[config.mk]
export PLATFORM = sky130hd
export DESIGN_NAME = ordered_op_slot_table
export DESIGN_NICKNAME = d
export VERILOG_FILES = /design/src/rtl/core/oost_pkg.sv /design/src/rtl/core/ordered_op_slot_table.sv /design/src/rtl/core/oost_ctrl.sv /design/src/rtl/core/oost_dp.sv
export SDC_FILE = /design/constraint.sdc
export NUM_CORES = 2
export LEC_CHECK = 0
export BUFFER_PORTS_ARGS = -buffer_cell sky130_fd_sc_hd__clkbuf_2
export CAP_MARGIN = 10
export CORE_MARGIN = 5
export CORE_UTILIZATION = 57
export DETAILED_ROUTE_END_ITERATION = 10
export GPL_ROUTABILITY_DRIVEN = 1
export GPL_TIMING_DRIVEN = 0
export HOLD_SLACK_MARGIN = 0.05
export MAX_ROUTING_LAYER = met4
export PLACE_DENSITY = 0.76
export SYNTH_ARGS = -nofsm -noshare
export SYNTH_HDL_FRONTEND = slang
export SYNTH_SLANG_ARGS = --single-unit
[constraint.sdc]
create_clock -name i_clk -period 22.1 [get_ports i_clk]
set_input_delay 6.63 -clock i_clk [delete_from_list [all_inputs] [get_ports i_clk]]
set_output_delay 6.63 -clock i_clk [all_outputs]
set_load 0.1 [all_outputs]
[src/rtl/core/oost_pkg.sv]
// ----------------------------------------------------------------------------
// oost_pkg
// Shared types and operation codes for the ordered operation slot table.
// ----------------------------------------------------------------------------
package oost_pkg;

    typedef enum logic [2:0] {
        OP_ADD        = 3'd0,
        OP_REMOVE     = 3'd1,
        OP_ALIVE      = 3'd2,
        OP_CLEAR_TYPE = 3'd3,
        OP_CLEAR_VIEW = 3'd4,
        OP_COUNT      = 3'd5,
        OP_WALK       = 3'd6,
        OP_NONE       = 3'd7
    } t_op;

    localparam logic [1:0] ST_OK        = 2'd0;
    localparam logic [1:0] ST_FULL      = 2'd1;
    localparam logic [1:0] ST_NOT_FOUND = 2'd2;
    localparam logic [1:0] ST_EMPTY     = 2'd3;

    localparam int MAX_RESULTS = 16;

    typedef struct packed {
        logic [2:0]         op;
        logic [15:0]        view_key;
        logic signed [31:0] order_key;
        logic [7:0]         type_code;
        logic [31:0]        user_tag;
        logic [31:0]        param_word;
        logic [31:0]        entry_id;
    } t_req;

    typedef struct packed {
        logic [1:0]         status;
        logic [31:0]        id_out;
        logic               is_alive;
        logic [4:0]         view_count;
        logic [7:0]         type_out;
        logic [31:0]        tag_out;
        logic [31:0]        param_out;
        logic signed [31:0] order_out;
        logic               last;
    } t_rsp;

    // Commands from controller to datapath.
    typedef struct packed {
        logic load;       // latch request, clear scan state
        logic scan;       // examine slot at scan index
        logic commit;     // apply the operation's effect after a scan
        logic walk_emit;  // emit the best candidate and mark it done
        logic walk_reset; // restart search for next walk result
    } t_cmd;

    // Status from datapath to controller.
    typedef struct packed {
        logic scan_done;
        logic walk_more;  // another walk result is to be emitted after this one
        logic walk_empty;
    } t_sts;

endpackage

[src/rtl/core/ordered_op_slot_table.sv]
// ----------------------------------------------------------------------------
// ordered_op_slot_table
// Table of operation slots keyed by view, with ordered walk.
// ----------------------------------------------------------------------------
// Every transaction except walk gives one result: a single pass of the scan
// unit over all slots, then a commit cycle that applies the change and
// registers the result. A walk finds each result by a fresh pass over the
// slots that picks the smallest (order, sequence) entry not yet emitted; an
// empty view gives one result after one pass. Results appear with o_valid high
// for exactly one cycle and cannot be held off. Busy stays high until the
// cycle in which the last result of the transaction is presented, so the next
// transaction can be taken at the edge that ends that cycle. Nothing needs
// clearing after reset: the slot contents are qualified by live bits that
// reset clears.
module ordered_op_slot_table #(
    parameter int SLOTS = 16
) (
    input  logic             i_clk,
    input  logic             i_rst_n,
    input  logic             start,
    output logic             busy,
    input  oost_pkg::t_req   i_req,
    output logic             o_valid,
    output oost_pkg::t_rsp   o_rsp
);
    import oost_pkg::*;

    t_cmd cmd;
    t_sts sts;

    oost_ctrl u_ctrl (
        .i_clk   (i_clk),
        .i_rst_n (i_rst_n),
        .i_start (start),
        .i_op    (t_op'(i_req.op)),
        .i_sts   (sts),
        .o_busy  (busy),
        .o_cmd   (cmd)
    );

    oost_dp #(.SLOTS(SLOTS)) u_dp (
        .i_clk   (i_clk),
        .i_rst_n (i_rst_n),
        .i_req   (i_req),
        .i_cmd   (cmd),
        .o_sts   (sts),
        .o_valid (o_valid),
        .o_rsp   (o_rsp)
    );

    // A start taken while idle always leads to busy in the next cycle.
    a_start_busy: assert property (@(posedge i_clk) disable iff (!i_rst_n)
        (start && !busy) |=> busy) else $error("start not taken");

    // A non-final result means more of the walk is still to come.
    a_last_busy: assert property (@(posedge i_clk) disable iff (!i_rst_n)
        (o_valid && !o_rsp.last) |-> busy) else $error("walk ended early");

    // Load, scan, commit and walk emit are mutually exclusive.
    a_cmd_excl: assert property (@(posedge i_clk) disable iff (!i_rst_n)
        $onehot0({cmd.load, cmd.scan, cmd.commit, cmd.walk_emit}))
        else $error("conflicting commands");

endmodule

[src/rtl/core/oost_ctrl.sv]
// ----------------------------------------------------------------------------
// oost_ctrl
// Sequencer: one scan per operation, one scan per walk result.
// ----------------------------------------------------------------------------
module oost_ctrl (
    input  logic             i_clk,
    input  logic             i_rst_n,
    input  logic             i_start,
    input  oost_pkg::t_op    i_op,
    input  oost_pkg::t_sts   i_sts,
    output logic             o_busy,
    output oost_pkg::t_cmd   o_cmd
);
    import oost_pkg::*;

    typedef enum logic [2:0] {S_IDLE, S_SCAN, S_COMMIT, S_WSCAN, S_WEMIT} t_state;

    t_state r_state, n_state;

    always_comb begin
        n_state = r_state;
        o_cmd   = '0;
        unique case (r_state)
            S_IDLE: begin
                if (i_start) begin
                    o_cmd.load = 1'b1;
                    n_state = (i_op == OP_WALK) ? S_WSCAN : S_SCAN;
                end
            end
            S_SCAN: begin
                o_cmd.scan = 1'b1;
                if (i_sts.scan_done) n_state = S_COMMIT;
            end
            S_COMMIT: begin
                o_cmd.commit = 1'b1;
                n_state = S_IDLE;
            end
            S_WSCAN: begin
                o_cmd.scan = 1'b1;
                if (i_sts.scan_done) n_state = S_WEMIT;
            end
            S_WEMIT: begin
                o_cmd.walk_emit = 1'b1;
                if (i_sts.walk_more && !i_sts.walk_empty) begin
                    o_cmd.walk_reset = 1'b1;
                    n_state = S_WSCAN;
                end else begin
                    n_state = S_IDLE;
                end
            end
            default: n_state = S_IDLE;
        endcase
    end

    always_ff @(posedge i_clk) begin
        if (!i_rst_n) begin
            r_state <= S_IDLE;
        end else begin
            r_state <= n_state;
        end
    end

    assign o_busy = (r_state != S_IDLE);

endmodule

[src/rtl/core/oost_dp.sv]
// ----------------------------------------------------------------------------
// oost_dp
// Slot storage, scan unit, id and sequence counters and result register.
// ----------------------------------------------------------------------------
module oost_dp #(
    parameter int SLOTS = 16
) (
    input  logic             i_clk,
    input  logic             i_rst_n,
    input  oost_pkg::t_req   i_req,
    input  oost_pkg::t_cmd   i_cmd,
    output oost_pkg::t_sts   o_sts,
    output logic             o_valid,
    output oost_pkg::t_rsp   o_rsp
);
    import oost_pkg::*;

    localparam int IW = (SLOTS > 1) ? $clog2(SLOTS) : 1;
    localparam int CW = $clog2(SLOTS + 1);

    logic [SLOTS-1:0]   r_live, r_done;
    logic [31:0]        r_id    [SLOTS];
    logic [15:0]        r_view  [SLOTS];
    logic [31:0]        r_order [SLOTS];
    logic [63:0]        r_seq   [SLOTS];
    logic [7:0]         r_type  [SLOTS];
    logic [31:0]        r_tag   [SLOTS];
    logic [31:0]        r_param [SLOTS];
    logic [31:0]        r_next_id;
    logic [63:0]        r_next_seq;

    t_req               r_req;
    logic [IW-1:0]      r_idx;
    logic               r_hit;
    logic [IW-1:0]      r_hit_idx;
    logic [CW-1:0]      r_cnt;
    logic [4:0]         r_emitted;
    logic [SLOTS-1:0]   r_clr;
    logic               r_valid;
    t_rsp               r_rsp;
    t_rsp               n_rsp;

    logic               view_m, cand, better;
    logic [31:0]        oa, ob;
    logic [31:0]        nid, nid2, add_id;
    logic [6:0]         cnt_w;
    logic [4:0]         emit_n, total_sat;

    assign view_m = r_live[r_idx] && (r_view[r_idx] == r_req.view_key);
    assign cand   = view_m && !r_done[r_idx];
    assign oa = r_order[r_idx] ^ 32'h8000_0000;
    assign ob = r_order[r_hit_idx] ^ 32'h8000_0000;
    // Strict less only: ties in order and sequence keep the lower slot.
    assign better = (oa < ob) || ((oa == ob) && (r_seq[r_idx] < r_seq[r_hit_idx]));

    assign nid    = r_next_id;
    assign nid2   = r_next_id + 32'd1;
    assign add_id = (nid == 32'd0) ? nid2 : nid;

    // Count of view entries widened to seven bits, enough for up to 127 slots,
    // then capped at the result limit for a walk.
    assign cnt_w     = 7'(r_cnt);
    assign total_sat = (cnt_w > 7'(MAX_RESULTS)) ? 5'(MAX_RESULTS) : 5'(cnt_w);
    assign emit_n    = r_emitted + 5'd1;

    assign o_sts.scan_done  = (r_idx == IW'(SLOTS - 1));
    assign o_sts.walk_empty = (r_cnt == '0);
    assign o_sts.walk_more  = (emit_n < total_sat);

    // Result for the commit or walk emit cycle.
    always_comb begin
        n_rsp      = '0;
        n_rsp.last = 1'b1;
        if (i_cmd.commit) begin
            unique case (t_op'(r_req.op))
                OP_ADD: begin
                    if (!r_hit) n_rsp.status = ST_FULL;
                    else n_rsp.id_out = add_id;
                end
                OP_REMOVE: begin
                    if (!r_hit) n_rsp.status = ST_NOT_FOUND;
                end
                OP_ALIVE: n_rsp.is_alive = r_hit;
                OP_COUNT: n_rsp.view_count = (cnt_w > 7'd31) ? 5'd31 : 5'(cnt_w);
                default: ;
            endcase
        end else if (i_cmd.walk_emit) begin
            if (r_cnt == '0) begin
                n_rsp.status = ST_EMPTY;
            end else begin
                n_rsp.id_out    = r_id[r_hit_idx];
                n_rsp.type_out  = r_type[r_hit_idx];
                n_rsp.tag_out   = r_tag[r_hit_idx];
                n_rsp.param_out = r_param[r_hit_idx];
                n_rsp.order_out = r_order[r_hit_idx];
                n_rsp.last      = !(emit_n < total_sat);
            end
        end
    end

    always_ff @(posedge i_clk) begin
        if (!i_rst_n) begin
            r_live     <= '0;
            r_next_id  <= 32'd1;
            r_next_seq <= 64'd1;
            r_valid    <= 1'b0;
        end else begin
            r_valid <= i_cmd.commit || i_cmd.walk_emit;
            if (i_cmd.commit || i_cmd.walk_emit) r_rsp <= n_rsp;
            if (i_cmd.load) begin
                r_req     <= i_req;
                r_idx     <= '0;
                r_hit     <= 1'b0;
                r_hit_idx <= '0;
                r_cnt     <= '0;
                r_emitted <= '0;
                r_done    <= '0;
                r_clr     <= '0;
            end
            if (i_cmd.scan) begin
                if (r_idx != IW'(SLOTS - 1)) r_idx <= r_idx + IW'(1);
                if (view_m) r_cnt <= r_cnt + CW'(1);
                unique case (t_op'(r_req.op))
                    OP_ADD: begin
                        if (!r_live[r_idx] && !r_hit) begin
                            r_hit <= 1'b1; r_hit_idx <= r_idx;
                        end
                    end
                    OP_REMOVE, OP_ALIVE: begin
                        if (r_live[r_idx] && r_req.entry_id != 32'd0 &&
                            r_id[r_idx] == r_req.entry_id && !r_hit) begin
                            r_hit <= 1'b1; r_hit_idx <= r_idx;
                        end
                    end
                    OP_CLEAR_TYPE: r_clr[r_idx] <= view_m && (r_type[r_idx] == r_req.type_code);
                    OP_CLEAR_VIEW: r_clr[r_idx] <= view_m;
                    OP_WALK: begin
                        if (cand && (!r_hit || better)) begin
                            r_hit <= 1'b1; r_hit_idx <= r_idx;
                        end
                    end
                    default: ;
                endcase
            end
            if (i_cmd.commit) begin
                unique case (t_op'(r_req.op))
                    OP_ADD: begin
                        if (r_hit) begin
                            r_live[r_hit_idx]  <= 1'b1;
                            r_id[r_hit_idx]    <= add_id;
                            r_view[r_hit_idx]  <= r_req.view_key;
                            r_order[r_hit_idx] <= r_req.order_key;
                            r_seq[r_hit_idx]   <= r_next_seq;
                            r_type[r_hit_idx]  <= r_req.type_code;
                            r_tag[r_hit_idx]   <= r_req.user_tag;
                            r_param[r_hit_idx] <= r_req.param_word;
                            r_next_seq <= r_next_seq + 64'd1;
                            r_next_id  <= (nid == 32'd0) ? nid + 32'd2 : nid2;
                        end
                    end
                    OP_REMOVE: begin
                        if (r_hit) r_live[r_hit_idx] <= 1'b0;
                    end
                    OP_CLEAR_TYPE, OP_CLEAR_VIEW: r_live <= r_live & ~r_clr;
                    default: ;
                endcase
            end
            if (i_cmd.walk_emit && r_cnt != '0) begin
                r_done[r_hit_idx] <= 1'b1;
                r_emitted <= emit_n;
            end
            if (i_cmd.walk_reset) begin
                r_idx <= '0;
                r_hit <= 1'b0;
                r_cnt <= '0;
            end
        end
    end

    assign o_valid = r_valid;
    assign o_rsp   = r_rsp;

endmodule

==> impl_summary.txt <==
----------------------------------------------------
[Power and ir drop]
  Net switching power ... 4500 uW
  Power per Cell Area ... 91.3 nW/um2
  Share of total power in combinational logic ... 0.150
  LEAKAGE ... 0.0624 uW
  Share of power burned in the clock network ... 0.389
  Internal Power ... 13300 uW
  Net Sw Frac ... 0.253
  Peak ir drop on the vdd network ... 84.4 uV
  Sequential group share of total power ... 0.461

[Synth]
  Number of flops mapped to enable cells by yosys ... 3807
  Ys async rst share ... 0
  Syn avg cell area ... 21.3 um2
  Number of distinct standard cells referenced by the synthesized netlist ... 82
  Synthesis Warnings ... 0
  Primary FF master, synth ... edfxtp_1
  Synth top area share ... 0.678
  Cell area after technology mapping ... 169000 um2
  Most instantiated cells after synthesis ... 3807 x edfxtp_1, 1655 x mux4_2, 317 x clkbuf_1, 202 x nor2_1, 163 x nand2_1
  Synthesized instance count ... 7918
  Most area-hungry cell type in the Yosys netlist ... edfxtp_1
  Share of the yosys chip area belonging to registers ... 0.693
  Number of synthesized register bits ... 3931
  Synth top area cells ... edfxtp_1 68%, mux4_2 22%, dfxtp_1 1.5%, mux2i_1 0.85%, ha_1 0.83%
  Number of nets produced by synthesis ... 8188
  Most frequent cell after synthesis ... edfxtp_1

[STA]
  Final clock skew ... 0.0982 ns
  Final critical-path share of the clock period ... 0.525
  Max frequency ... 86.2 MHz
  Crit path time final ... 11.59 ns
  Actual transition at the worst max-transition pin ... 1.39 ns
  Count of final max-slew check failures ... 0
  Max-slew headroom at the worst pin ... 0.0705
  Unrepaired setup endpoints after global routing ... false
  Setup Viol. Count Final ... 0
  Final number of hold-violating endpoints ... 0

[Global route]
  GR Util All Layers ... 0.351
  Initial antenna violation count ... 30
  Remaining global-route overflow ... 0
  Global-route wire length before repair ... 738 mm
  Maximum number of pins on one net before global-route repair ... 48
  Vias in the first global route ... 98200

[Clock tree]
  Post-CTS Hold Buffers ... 0
  Clock-pin slew on the worst setup and hold paths ... 0.06 ns
  PostCTS Resize Cnt ... 0
  TritonCTS clock tree ... yes
  Count of buffers added by post-CTS timing repair for setup ... 0
  Clock buffer count from CTS ... 393
  Root buffer selected by CTS ... clkbuf_16
  Longest Clk Path Bufs ... 4
  CTS sink count ... 3931
  Clock latency of the later-clocked register in the worst-skew pair ... 1.01 ns
  # H-tree levels ... 5

[Setup path]
  CP required ... 23.06 ns
  Worst path cell trace ... buf_2 -> buf_6 -> buf_2 -> buf_2 -> buf_2 -> buf_2 -> buf_2 -> buf_1 -> clkbuf_1 -> clkbuf_1 -> mux4_2 -> ha_1 -> nand2_1 -> nor3_1 -> nand4_1 -> a221oi_1 -> nand3_1 -> o211ai_1 -> and3b_1 -> clkbuf_1 -> mux2_2 -> a32oi_1 -> a21o_1
  Type of destination of the critical path ... flop
  Startpoint-to-endpoint class of the critical path ... flop to flop
  Slowest-stage cell, CP ... clkbuf_1
  Delay of the slowest cell on the worst path ... 1.00 ns
  Critical Path AT ... 12.55 ns
  FF-to-FF setup slack ... 10.51 ns
  Maximum fanout along the worst path ... 11
  CP Launch Type ... flop
  Cell mode on critical path ... buf_2

[Floorplanning]
  I/O Pins ... 305
  Starting density of the core ... 0.573
  Die ar. ... 307000 um2
  Die height ... 554 um
  Row cnt ... 199
  Horiz. Die Dim ... 554 um
  Core Region ... 294000 um2

[Placement]
  RD Place Congestion ... 0.951
  Final HPWL DP ... 341 mm
  Cell total after placement ... 12600
  Area post-placement ... 181000 um2
  IO buf count ... 304

[Cells and area]
  Final instance area ... 195000 um2
  Footprint of the flip-flops and latches ... 117000 um2
  Core utilization of the finished layout ... 0.662
  Growth of design area from synthesis to finish ... 15.5%
  Fin cells ... 13400
  Fraction of final layout cells sized beyond drive strength 1 ... 0.340
  Layout fillers ... 18200
  Multi-input logic area ... 49300 um2
  Count of nets after finishing ... 9350

[Drt]
  First DRT Iteration DRCs ... 17900
  Via-per-instance ratio ... 7.33
  Total iterations of the first detailed-routing run ... 8
  Number of design rule violations left after detail routing ... 0
  Total via count after detailed routing ... 97900
  Average wire length per cell after detail routing ... 39.5 um
  Number of nets still failing antenna checks after routing ... 0
  Post-detailed-routing wire length ... 527 mm

[Worst hold path]
  Hold WC Path Type ... flop to flop

[Run]
  Number of maximum-capacitance constraint violations ... 0

[Outcome]
  Status ... complete, no violations

----------------------------------------------------
-- kinds of logic after synthesis --
family | synth area share
buffers and inverters | 0.0158
DFF | 0.693
AOI/OAI and AO/OA | 0.0179
muxes | 0.234
adders and majority gates | 0.00831
and+or+nand+nor | 0.0244
xor gates and xnor gates | 0.00711
-- cell type report --
class | count | share of cell area
Clock buffer | 477 | 0.0536
Antenna cell | 34 | 0.000437
Tap cell | 3919 | 0.0252
Buffer | 521 | 0.0115
Multi-Input combinational cell | 3350 | 0.253
Clock inverter | 245 | 0.0144
Sequential cell | 3931 | 0.600
Timing Repair Buffer | 767 | 0.0402
Inverter | 116 | 0.00224
-- critical path: cells and delay by family, from the launching register on --
family / cells / cell delay (ns)
adders and majority gates: 1 / 0.31
buffers and inverters: 11 / 6.34
and+or+nand+nor: 5 / 1.71
DFF: 1 / 0.31
AOI/OAI and AO/OA: 4 / 1.93
muxes: 2 / 0.85
-- per-layer routing --
layer,wire length (um),up-vias,global-route usage
met5,0,-,-
met4,33600,0,0.178
met3,74500,1817,0.0982
met2,245000,9236,0.521
met1,174000,50500,0.451
li1,-,36300,-
-- path summary, 6_finish.rpt --
path                                   to                          from  cells past startpoint
min reg2reg  u_dp.r_live[13]$_SDFFE_PN0P_  u_dp.r_live[13]$_SDFFE_PN0P_                      2
max reg2reg                          flop                          flop                     23
max                                  flop                          flop                     23
min          u_dp.r_live[13]$_SDFFE_PN0P_  u_dp.r_live[13]$_SDFFE_PN0P_                      2
-- power by group through the flow --
stage	Sequential, uW	Clock (uW)	Combinational [uW]
floorplan	8360	0	1620
global placement	8360	0	2490
detailed placement	8360	0	2560
CTS	8200	6940	2580
global route	8200	7280	2750
finish	8200	6930	2670
-- through the flow --
step / setup WS, ns / total power (uW) / TNS [ns] / hold WS (ns)
2_1_floorplan: -0.453 / 9990 / -879.89 / 0.446
3_3_place_gp: -24.88 / 10800 / - / 0.463
3_5_place_dp: 11.10 / 10900 / 0 / 0.469
4_1_cts: 11.03 / 17700 / 0 / 0.488
5_1_grt: 10.59 / 18200 / 0 / 0.505
6_report: 10.51 / 17800 / 0 / 0.493
-- cells in the final DEF, fill, tap and decap left out, drive strengths merged, types with 97 or more instances in the layout --
cell,Yosys,routed
edfxtp,3807,3807
mux4,1660,1660
clkbuf,317,1099
buf,204,666
nor2,203,203
nand2,163,163
clkinv,2,161
mux2i,143,143
inv,114,127
dfxtp,124,124
ha,112,112
nor2b,97,97
-- state kept, by name, summed over array words and instances, names as in the netlist, 16 cells and up, named ones only --
name / cells
u_dp.r_live: 16
u_dp.o_rsp: 145
u_dp.r_req: 155
u_dp.r_param: 512
u_dp.nid: 32
u_dp.r_tag: 512
u_dp.r_clr: 16
u_dp.r_id: 512
u_dp.r_seq: 1024
u_dp.r_done: 16
u_dp.r_next_seq: 64
u_dp.r_order: 512
u_dp.r_view: 256
u_dp.r_type: 128
No activity file was read; power rests on OpenSTA's default activity.
